==> config.mk <==
export PLATFORM = sky130hd
export DESIGN_NAME = udp_ip_ones_complement_checksum
export DESIGN_NICKNAME = d
export VERILOG_FILES = /design/src/rtl/udpcs_pkg.sv /design/src/rtl/udp_ip_ones_complement_checksum.sv /design/src/rtl/udpcs_cfg.sv /design/src/rtl/udpcs_core.sv
export SDC_FILE = /design/constraint.sdc
export NUM_CORES = 1
export LEC_CHECK = 0
export ABC_AREA = 0
export BUFFER_PORTS_ARGS = -buffer_cell sky130_fd_sc_hd__buf_4
export CAP_MARGIN = 20
export CORE_ASPECT_RATIO = 0.6
export CORE_MARGIN = 1.5
export CORE_UTILIZATION = 45
export DETAILED_ROUTE_END_ITERATION = 6
export GPL_TIMING_DRIVEN = 0
export PLACE_DENSITY = 0.67
export SYNTH_ARGS = -nofsm -noshare
export SYNTH_HDL_FRONTEND = slang
export SYNTH_SLANG_ARGS = --single-unit
==> constraint.sdc <==
create_clock -name clk -period 10.15 [get_ports clk]
set_input_delay 1.5225 -clock clk [delete_from_list [all_inputs] [get_ports clk]]
set_output_delay 1.5225 -clock clk [all_outputs]
set_load 0.02 [all_outputs]
==> src/rtl/udpcs_pkg.sv <==
`default_nettype none

package udpcs_pkg;

  localparam int unsigned WordW  = 16;
  localparam int unsigned CfgW   = 32;
  localparam int unsigned IndexW = 3;
  localparam int unsigned WideW  = 20;

  // configuration register indexes
  localparam logic [IndexW-1:0] REG_UDP_MODE  = 3'd0;
  localparam logic [IndexW-1:0] REG_SRC_ADDR  = 3'd1;
  localparam logic [IndexW-1:0] REG_DST_ADDR  = 3'd2;
  localparam logic [IndexW-1:0] REG_PROTOCOL  = 3'd3;
  localparam logic [IndexW-1:0] REG_SRC_PORT  = 3'd4;
  localparam logic [IndexW-1:0] REG_DST_PORT  = 3'd5;

  // valid_bytes codes
  localparam logic [1:0] VB_NONE = 2'd0;
  localparam logic [1:0] VB_ONE  = 2'd1;

  localparam logic [7:0]       PROTOCOL_RESET = 8'd17;
  localparam logic [WordW-1:0] UDP_HDR_LEN    = 16'd8;
  localparam logic [WordW-1:0] ALL_ONES       = 16'hffff;

  // settings seen by the datapath
  typedef struct packed {
    logic             udp_mode;
    logic [WordW-1:0] pseudo_sum;
  } cfg_t;

  // two end-around folds bring a sum of up to 16 words back to 16 bits
  function automatic logic [WordW-1:0] oc_fold(input logic [WideW-1:0] a);
    logic [WordW:0] s1;
    logic [WordW:0] s2;
    s1 = {1'b0, a[WordW-1:0]} + {{(WordW+1-(WideW-WordW)){1'b0}}, a[WideW-1:WordW]};
    s2 = {1'b0, s1[WordW-1:0]} + {{WordW{1'b0}}, s1[WordW]};
    return s2[WordW-1:0];
  endfunction

endpackage

`default_nettype wire

==> src/rtl/udp_ip_ones_complement_checksum.sv <==
`default_nettype none

// channel   ports                                                  role
// in        in_valid, in_stall, in_data_word, in_valid_bytes,      word stream
//           in_last, in_payload_length
// out       out_valid, out_stall, out_checksum_value               one per packet
// cfg       cfg_write_enable, cfg_index, cfg_write_data            register writes
//
// one word per cycle while in_stall is low; a word is held in the input register,
// and a packet's checksum goes from its last word there to the result register.
// the add with end-around carry into the running sum sets the one-cycle rate.
// active-low synchronous reset clears sum, valid flags and cfg; protocol to 17.
// in_stall rises only while a last word waits behind a stalled result.

module udp_ip_ones_complement_checksum (
  input  wire logic                           clk,
  input  wire logic                           rst_n,
  input  wire logic                           cfg_write_enable,
  input  wire logic [udpcs_pkg::IndexW-1:0]   cfg_index,
  input  wire logic [udpcs_pkg::CfgW-1:0]     cfg_write_data,
  input  wire logic                           in_valid,
  output logic                                in_stall,
  input  wire logic [udpcs_pkg::WordW-1:0]    in_data_word,
  input  wire logic [1:0]                     in_valid_bytes,
  input  wire logic                           in_last,
  input  wire logic [udpcs_pkg::WordW-1:0]    in_payload_length,
  output logic                                out_valid,
  input  wire logic                           out_stall,
  output logic [udpcs_pkg::WordW-1:0]         out_checksum_value
);

  udpcs_pkg::cfg_t cfg;

  udpcs_cfg u_cfg (
    .clk              (clk),
    .rst_n            (rst_n),
    .cfg_write_enable (cfg_write_enable),
    .cfg_index        (cfg_index),
    .cfg_write_data   (cfg_write_data),
    .cfg_o            (cfg)
  );

  udpcs_core u_core (
    .clk                (clk),
    .rst_n              (rst_n),
    .cfg_i              (cfg),
    .in_valid           (in_valid),
    .in_stall           (in_stall),
    .in_data_word       (in_data_word),
    .in_valid_bytes     (in_valid_bytes),
    .in_last            (in_last),
    .in_payload_length  (in_payload_length),
    .out_valid          (out_valid),
    .out_stall          (out_stall),
    .out_checksum_value (out_checksum_value)
  );

endmodule

`default_nettype wire

==> src/rtl/udpcs_cfg.sv <==
`default_nettype none

module udpcs_cfg (
  input  wire logic                           clk,
  input  wire logic                           rst_n,
  input  wire logic                           cfg_write_enable,
  input  wire logic [udpcs_pkg::IndexW-1:0]   cfg_index,
  input  wire logic [udpcs_pkg::CfgW-1:0]     cfg_write_data,
  output udpcs_pkg::cfg_t                     cfg_o
);

  logic        udp_mode_r;
  logic [31:0] src_addr_r;
  logic [31:0] dst_addr_r;
  logic [7:0]  protocol_r;
  logic [15:0] source_port_r;
  logic [15:0] dst_port_r;
  logic [15:0] pseudo_sum_r;
  logic [15:0] pseudo_sum_nxt;
  logic [udpcs_pkg::WideW-1:0] wide_sum;

  always_ff @(posedge clk) begin
    if (!rst_n) begin
      udp_mode_r    <= 1'b0;
      src_addr_r    <= '0;
      dst_addr_r    <= '0;
      protocol_r    <= udpcs_pkg::PROTOCOL_RESET;
      source_port_r <= '0;
      dst_port_r    <= '0;
    end else if (cfg_write_enable) begin
      case (cfg_index)
        udpcs_pkg::REG_UDP_MODE: udp_mode_r <= cfg_write_data[0];
        udpcs_pkg::REG_SRC_ADDR: src_addr_r <= cfg_write_data;
        udpcs_pkg::REG_DST_ADDR: dst_addr_r <= cfg_write_data;
        udpcs_pkg::REG_PROTOCOL: protocol_r <= cfg_write_data[7:0];
        udpcs_pkg::REG_SRC_PORT: source_port_r <= cfg_write_data[15:0];
        udpcs_pkg::REG_DST_PORT: dst_port_r <= cfg_write_data[15:0];
        default: ;
      endcase
    end
  end

  // fixed part of the pseudo-header and udp header, folded ahead of time
  always_comb begin
    wide_sum = {4'b0, src_addr_r[31:16]} + {4'b0, src_addr_r[15:0]}
             + {4'b0, dst_addr_r[31:16]} + {4'b0, dst_addr_r[15:0]}
             + {12'b0, protocol_r}
             + {4'b0, source_port_r} + {4'b0, dst_port_r};
    pseudo_sum_nxt = udpcs_pkg::oc_fold(wide_sum);
  end

  always_ff @(posedge clk) begin
    if (!rst_n) begin
      pseudo_sum_r <= '0;
    end else begin
      pseudo_sum_r <= pseudo_sum_nxt;
    end
  end

  assign cfg_o.udp_mode   = udp_mode_r;
  assign cfg_o.pseudo_sum = pseudo_sum_r;

endmodule

`default_nettype wire

==> src/rtl/udpcs_core.sv <==
`default_nettype none

module udpcs_core (
  input  wire logic                           clk,
  input  wire logic                           rst_n,
  input  wire udpcs_pkg::cfg_t                cfg_i,
  input  wire logic                           in_valid,
  output logic                                in_stall,
  input  wire logic [udpcs_pkg::WordW-1:0]    in_data_word,
  input  wire logic [1:0]                     in_valid_bytes,
  input  wire logic                           in_last,
  input  wire logic [udpcs_pkg::WordW-1:0]    in_payload_length,
  output logic                                out_valid,
  input  wire logic                           out_stall,
  output logic [udpcs_pkg::WordW-1:0]         out_checksum_value
);

  logic        s1_v_r, s1_v_nxt;
  logic [15:0] s1_word_r, s1_word_nxt;
  logic        s1_last_r;
  logic [15:0] s1_dbl_r, s1_dbl_nxt;
  logic [15:0] run_r, run_nxt;
  logic        out_v_r, out_v_nxt;
  logic [15:0] out_cs_r, out_cs_nxt;

  logic        in_take;
  logic        s1_go;
  logic        extra_on;
  logic [15:0] udp_len;
  logic [udpcs_pkg::WideW-1:0] wide_sum;
  logic [15:0] sum;
  logic [15:0] inv;

  // a last word waits only while the result register is held
  assign s1_go    = s1_v_r && (!s1_last_r || !out_v_r || !out_stall);
  assign in_stall = s1_v_r && !s1_go;
  assign in_take  = in_valid && !in_stall;

  always_comb begin
    case (in_valid_bytes)
      udpcs_pkg::VB_NONE: s1_word_nxt = '0;
      udpcs_pkg::VB_ONE:  s1_word_nxt = {in_data_word[15:8], 8'h00};
      default:            s1_word_nxt = in_data_word;
    endcase
    udp_len = in_payload_length + udpcs_pkg::UDP_HDR_LEN;
    // udp length counted twice: a ones-complement double is a rotate left
    s1_dbl_nxt = {udp_len[14:0], udp_len[15]};
    if (in_take) begin
      s1_v_nxt = 1'b1;
    end else if (s1_go) begin
      s1_v_nxt = 1'b0;
    end else begin
      s1_v_nxt = s1_v_r;
    end
  end

  always_ff @(posedge clk) begin
    if (!rst_n) begin
      s1_v_r <= 1'b0;
    end else begin
      s1_v_r <= s1_v_nxt;
    end
  end

  always_ff @(posedge clk) begin
    if (in_take) begin
      s1_word_r <= s1_word_nxt;
      s1_last_r <= in_last;
      s1_dbl_r  <= s1_dbl_nxt;
    end
  end

  always_comb begin
    extra_on = s1_last_r && cfg_i.udp_mode;
    wide_sum = {4'b0, run_r} + {4'b0, s1_word_r}
             + (extra_on ? {4'b0, cfg_i.pseudo_sum} : '0)
             + (extra_on ? {4'b0, s1_dbl_r} : '0);
    sum = udpcs_pkg::oc_fold(wide_sum);
    inv = ~sum;
    if (cfg_i.udp_mode && inv == '0) begin
      out_cs_nxt = udpcs_pkg::ALL_ONES;
    end else begin
      out_cs_nxt = inv;
    end
    run_nxt   = run_r;
    out_v_nxt = out_v_r && out_stall;
    if (s1_go) begin
      run_nxt = s1_last_r ? '0 : sum;
      if (s1_last_r) begin
        out_v_nxt = 1'b1;
      end
    end
  end

  always_ff @(posedge clk) begin
    if (!rst_n) begin
      run_r   <= '0;
      out_v_r <= 1'b0;
    end else begin
      run_r   <= run_nxt;
      out_v_r <= out_v_nxt;
    end
  end

  always_ff @(posedge clk) begin
    if (s1_go && s1_last_r) begin
      out_cs_r <= out_cs_nxt;
    end
  end

  assign out_valid          = out_v_r;
  assign out_checksum_value = out_cs_r;

endmodule

`default_nettype wire

==> impl_metrics.csv <==
group,metric,value,unit
worst_setup_path,crit_arrival,10.02,ns
placed_design,hpwl,29.7,mm
sta,fin_tns_setup,0,ns
drt,first_iter_violations,948,
synth,synth_top_area_cell,"dfxtp_1",
power,power_density,122,nW/um2
cts,cts_hold_buf,0,
placed_design,io_buffers,91,
global_route,grt_pass1_wl,56.9,mm
die,die_h,136,um
cells_and_area,final_nets,1865,
synth,yosys.area_share.xor_xnor,5.92,%
synth,netlist_top_cells_area,"dfxtp_1 21%, fa_1 12%, edfxtp_1 11%",
cts,cts_max_level,4,
synth,synthDominantCellAreaShare,20.9,%
placed_design,routabilityCongestion,0.931,
synth,synth_area,13300,um2
drt,drc,0,
sta,skew,0.0110,ns
power,irDropWorstVdd,117,uV
synth,synth_top_family_by_area,"simple AND/OR/NAND/NOR gates",
cts,tritoncts,"yes",
drt,viasPerCell,5.33,
die,ioPinCount,93,
sta,finalSetupViolCount,0,
cts,clk_latency,0.46,ns
sta,fmax,103,MHz
die,die_area,30600,um2
sta,slew_headroom,30.2,%
worst_hold_path,hold_class,"register to register",
worst_hold_path,hp-start,"u_cfg.source_port_r[1]",
worst_setup_path,rrSetupSlack,0.49,ns
worst_setup_path,setup.worst_path.start_class,"register",
synth,avgSynthCellArea,8.76,um2
drt,drt-wirelength-per-cell,17.7,um
placed_design,place_ws,0.289,ns
cells_and_area,syn_to_final_growth,13.7,%
run_status,status,"completed",
sta,timing.hold.ws,0.469,ns
synth,synthFlopType,"dfxtp_1",
die,die_x,225,um
worst_setup_path,endpoint_kind,"register",
cts,clk_path_buf_depth,2,
worst_hold_path,hold_path_end,"u_cfg.source_port_r[1]",
synth,synthSimpleGateAreaFrac,20.1,%
worst_setup_path,path_delay_family,"adder cells",
cells_and_area,filler_cell_count,2706,
worst_setup_path,required,10.51,ns
worst_setup_path,crit_fanout,6,
cts,cts_sinks,188,
sta,final_max_slew_viol_count,0,
drt,wl,36.2,mm
cells_and_area,layoutNonFillerInstCount,2045,
cells_and_area,drive_gt1_share,9.74,%
synth,synth.distinct_cells,74,
cts,cts_buffers,17,
drt,ant_nets,0,
worst_setup_path,r2r-start,"u_cfg.src_addr_r[0]",
synth,synth_compound_area_share,16.0,%
power,leakagePower,6.35,nW
synth,synth-seq-cells,188,
global_route,grt_start_max_net_pins,24,
synth,syn-num-nets,1754,
worst_setup_path,slowest_delay,0.55,ns
sta,hold_viol,0,
global_route,antenna_found_initial,3,
worst_setup_path,path_class,"register to register",
die,core,28900,um2
die,row_count,48,
sta,worstMarginPinSlew,1.04,ns
die,initial_core_util,46.0,%
synth,ys_async_sr_fraction,0,%
sta,fin_crit_sh,95.2,%
worst_setup_path,crit_cells,42,
synth,synth_edf_count,49,
drt,via_count,10900,
placed_design,dp_cells,2011,
cts,cts_root_buf,"clkbuf_16",
synth,synthAdderAreaFrac,19.5,%
global_route,grtUsageTotal,24.7,%
synth,synthCells,1518,
job,cap_violations,0,
worst_setup_path,path_buf_inv,4,
cts,clk_pin_slew,0.08,ns
drt,first_pass_iters,6,
synth,synth_warnings,0,
worst_hold_path,hold_depth,2,
worst_setup_path,crit_path_top_delay_cell,"fa_1",
synth,synth.mux.area_fraction,0.151,%
synth,synth_seq_area_share,32.0,%
sta,period_minus_slack,9.66,ns
global_route,grt-ovfl-total,0,
global_route,grt_pass1_vias,10300,
sta,setup_slack,0.485,ns
worst_setup_path,reg2reg_to,"u_cfg.pseudo_sum_r[12]",
worst_setup_path,ff2ff_path_depth,42,
## metrics by stage
step | area, um2 | power, mW | utilization, %
6_report | 15100 | 1.84 | 52.3
5_1_grt | 15100 | 1.93 | 52.3
4_1_cts | 15100 | 1.85 | 52.1
3_5_place_dp | 14500 | 1.20 | 50.2
3_3_place_gp | 14500 | 1.19 | 50.1
2_1_floorplan | 13300 | 1.08 | -
## cell type report
cell class	instances	area [um2]	share of cell area, %
Antenna cell	3	7.51	0.0497
Buffer	47	193	1.27
Clock buffer	18	429	2.84
Clock inverter	14	113	0.745
Inverter	171	642	4.25
Multi-Input combinational cell	1111	8260	54.7
Sequential cell	188	4250	28.1
Tap cell	400	500	3.31
Timing Repair Buffer	93	711	4.70
## where the power goes
group	internal, mW	switching (mW)
combinational	0.149	0.231
sequential	0.802	0.0142
clock	0.318	0.327
## cells in the final DEF (no fill, tap or decap), types with 5 or more instances in the layout
cell       synthesis  layout
buf_4              0      92
a211oi_1          11      11
fa_1              77      77
nand4_1            9       9
xnor2_1           59      58
o21a_1            13      13
or3_1              9       9
a21oi_1           45      45
o21ai_0           33      32
nor3_1            29      28
nand2_1          286     286
inv_1            171     171
a22oi_1           12      12
ha_1              84      84
edfxtp_1          49      49
o31ai_1            5       5
nor2_1            56      55
and2_1            27      27
o21bai_1           5       5
nor2b_1           35      34
dfxtp_1          139     139
a21o_1            19      19
nor4_1             7       6
nand2b_1          13      13
a21boi_0         112     110
and3_1            19      19
clkbuf_1          45      45
clkbuf_16          0      17
a211o_1            6       6
or2_2              8       8
nand3_1           34      33
xor2_1            29      29
## cell families after synthesis
family                   count (synthesis)
AND/OR/NAND/NOR                        560
flip-flops                             188
AO/OA/AOI/OAI                          299
multiplexers                             2
adder cells (fa/ha/maj)                161
buffers and inverters                  219
XOR/XNOR                                89
## routing by layer
layer | part of all wire [%] | track usage [%]
met5 | 0 | 0
met4 | 1.5 | 6.34
met3 | 8.7 | 5.53
met2 | 38 | 32.6
met1 | 52 | 39.3
## state kept, by name, summed over array words and instances, names as in the netlist
signal / flops
u_core.out_valid: 1
u_core.run_r: 16
u_core.s1_v_r: 1
u_cfg.dst_addr_r: 32
u_cfg.udp_mode_r: 1
u_cfg.pseudo_sum_r: 16
u_cfg.protocol_r: 8
u_cfg.source_port_r: 16
u_cfg.dst_port_r: 16
u_core.out_checksum_value: 16
u_core.s1_word_r: 16
u_cfg.src_addr_r: 32
u_core.s1_dbl_r: 16
u_core.s1_last_r: 1
## synth_stat cells (3+ instances only)
cell type / n
o211ai_1: 4
xor2_1: 29
ha_1: 84
nand4_1: 9
nand2_1: 286
fa_1: 77
a2111oi_0: 3
a221oi_1: 3
and3b_1: 4
nand3_1: 34
or2_2: 8
dfxtp_1: 139
nand2b_1: 13
inv_1: 171
a21oi_1: 45
and4_1: 3
nor2b_1: 35
clkbuf_1: 45
o21bai_1: 5
or3_1: 9
nor3_1: 29
a22oi_1: 12
nor2_1: 56
a21o_1: 19
a211oi_1: 11
edfxtp_1: 49
o21a_1: 13
nor3b_1: 3
o21ai_0: 33
and3_1: 19
nor4_1: 7
o31ai_1: 5
and2_1: 27
xnor2_1: 59
a211o_1: 6
a21boi_0: 112
## how the worst max path moves through the flow
stage,startpoint,to
after floorplan,u_cfg.src_addr_r[0],u_cfg.pseudo_sum_r[12]
after global placement,u_cfg.src_addr_r[0],u_cfg.pseudo_sum_r[15]
final,u_cfg.src_addr_r[0],u_cfg.pseudo_sum_r[12]
after global routing,u_cfg.src_addr_r[1],u_cfg.pseudo_sum_r[12]
after CTS,u_cfg.src_addr_r[0],u_cfg.pseudo_sum_r[15]
after detailed placement,u_cfg.src_addr_r[0],u_cfg.pseudo_sum_r[15]
## what timing repair did
| action | 4_1_cts | 5_1_grt |
|---|---|---|
| setup endpoints to repair | 0 | 27 |
| setup buffers | 0 | 0 |
| gates resized for setup | 0 | 13 |
## worst reg2reg max path: cells and delay by family, from the launching register on
kind / cells / cell delay, ns
simple gates: 14 / 2.75
fa+ha+maj: 10 / 3.60
buf+inv: 4 / 0.21
flops: 1 / 0.43
xor+xnor: 3 / 0.45
compound gates: 11 / 2.12
No activity file was read; power rests on OpenSTA's default activity.
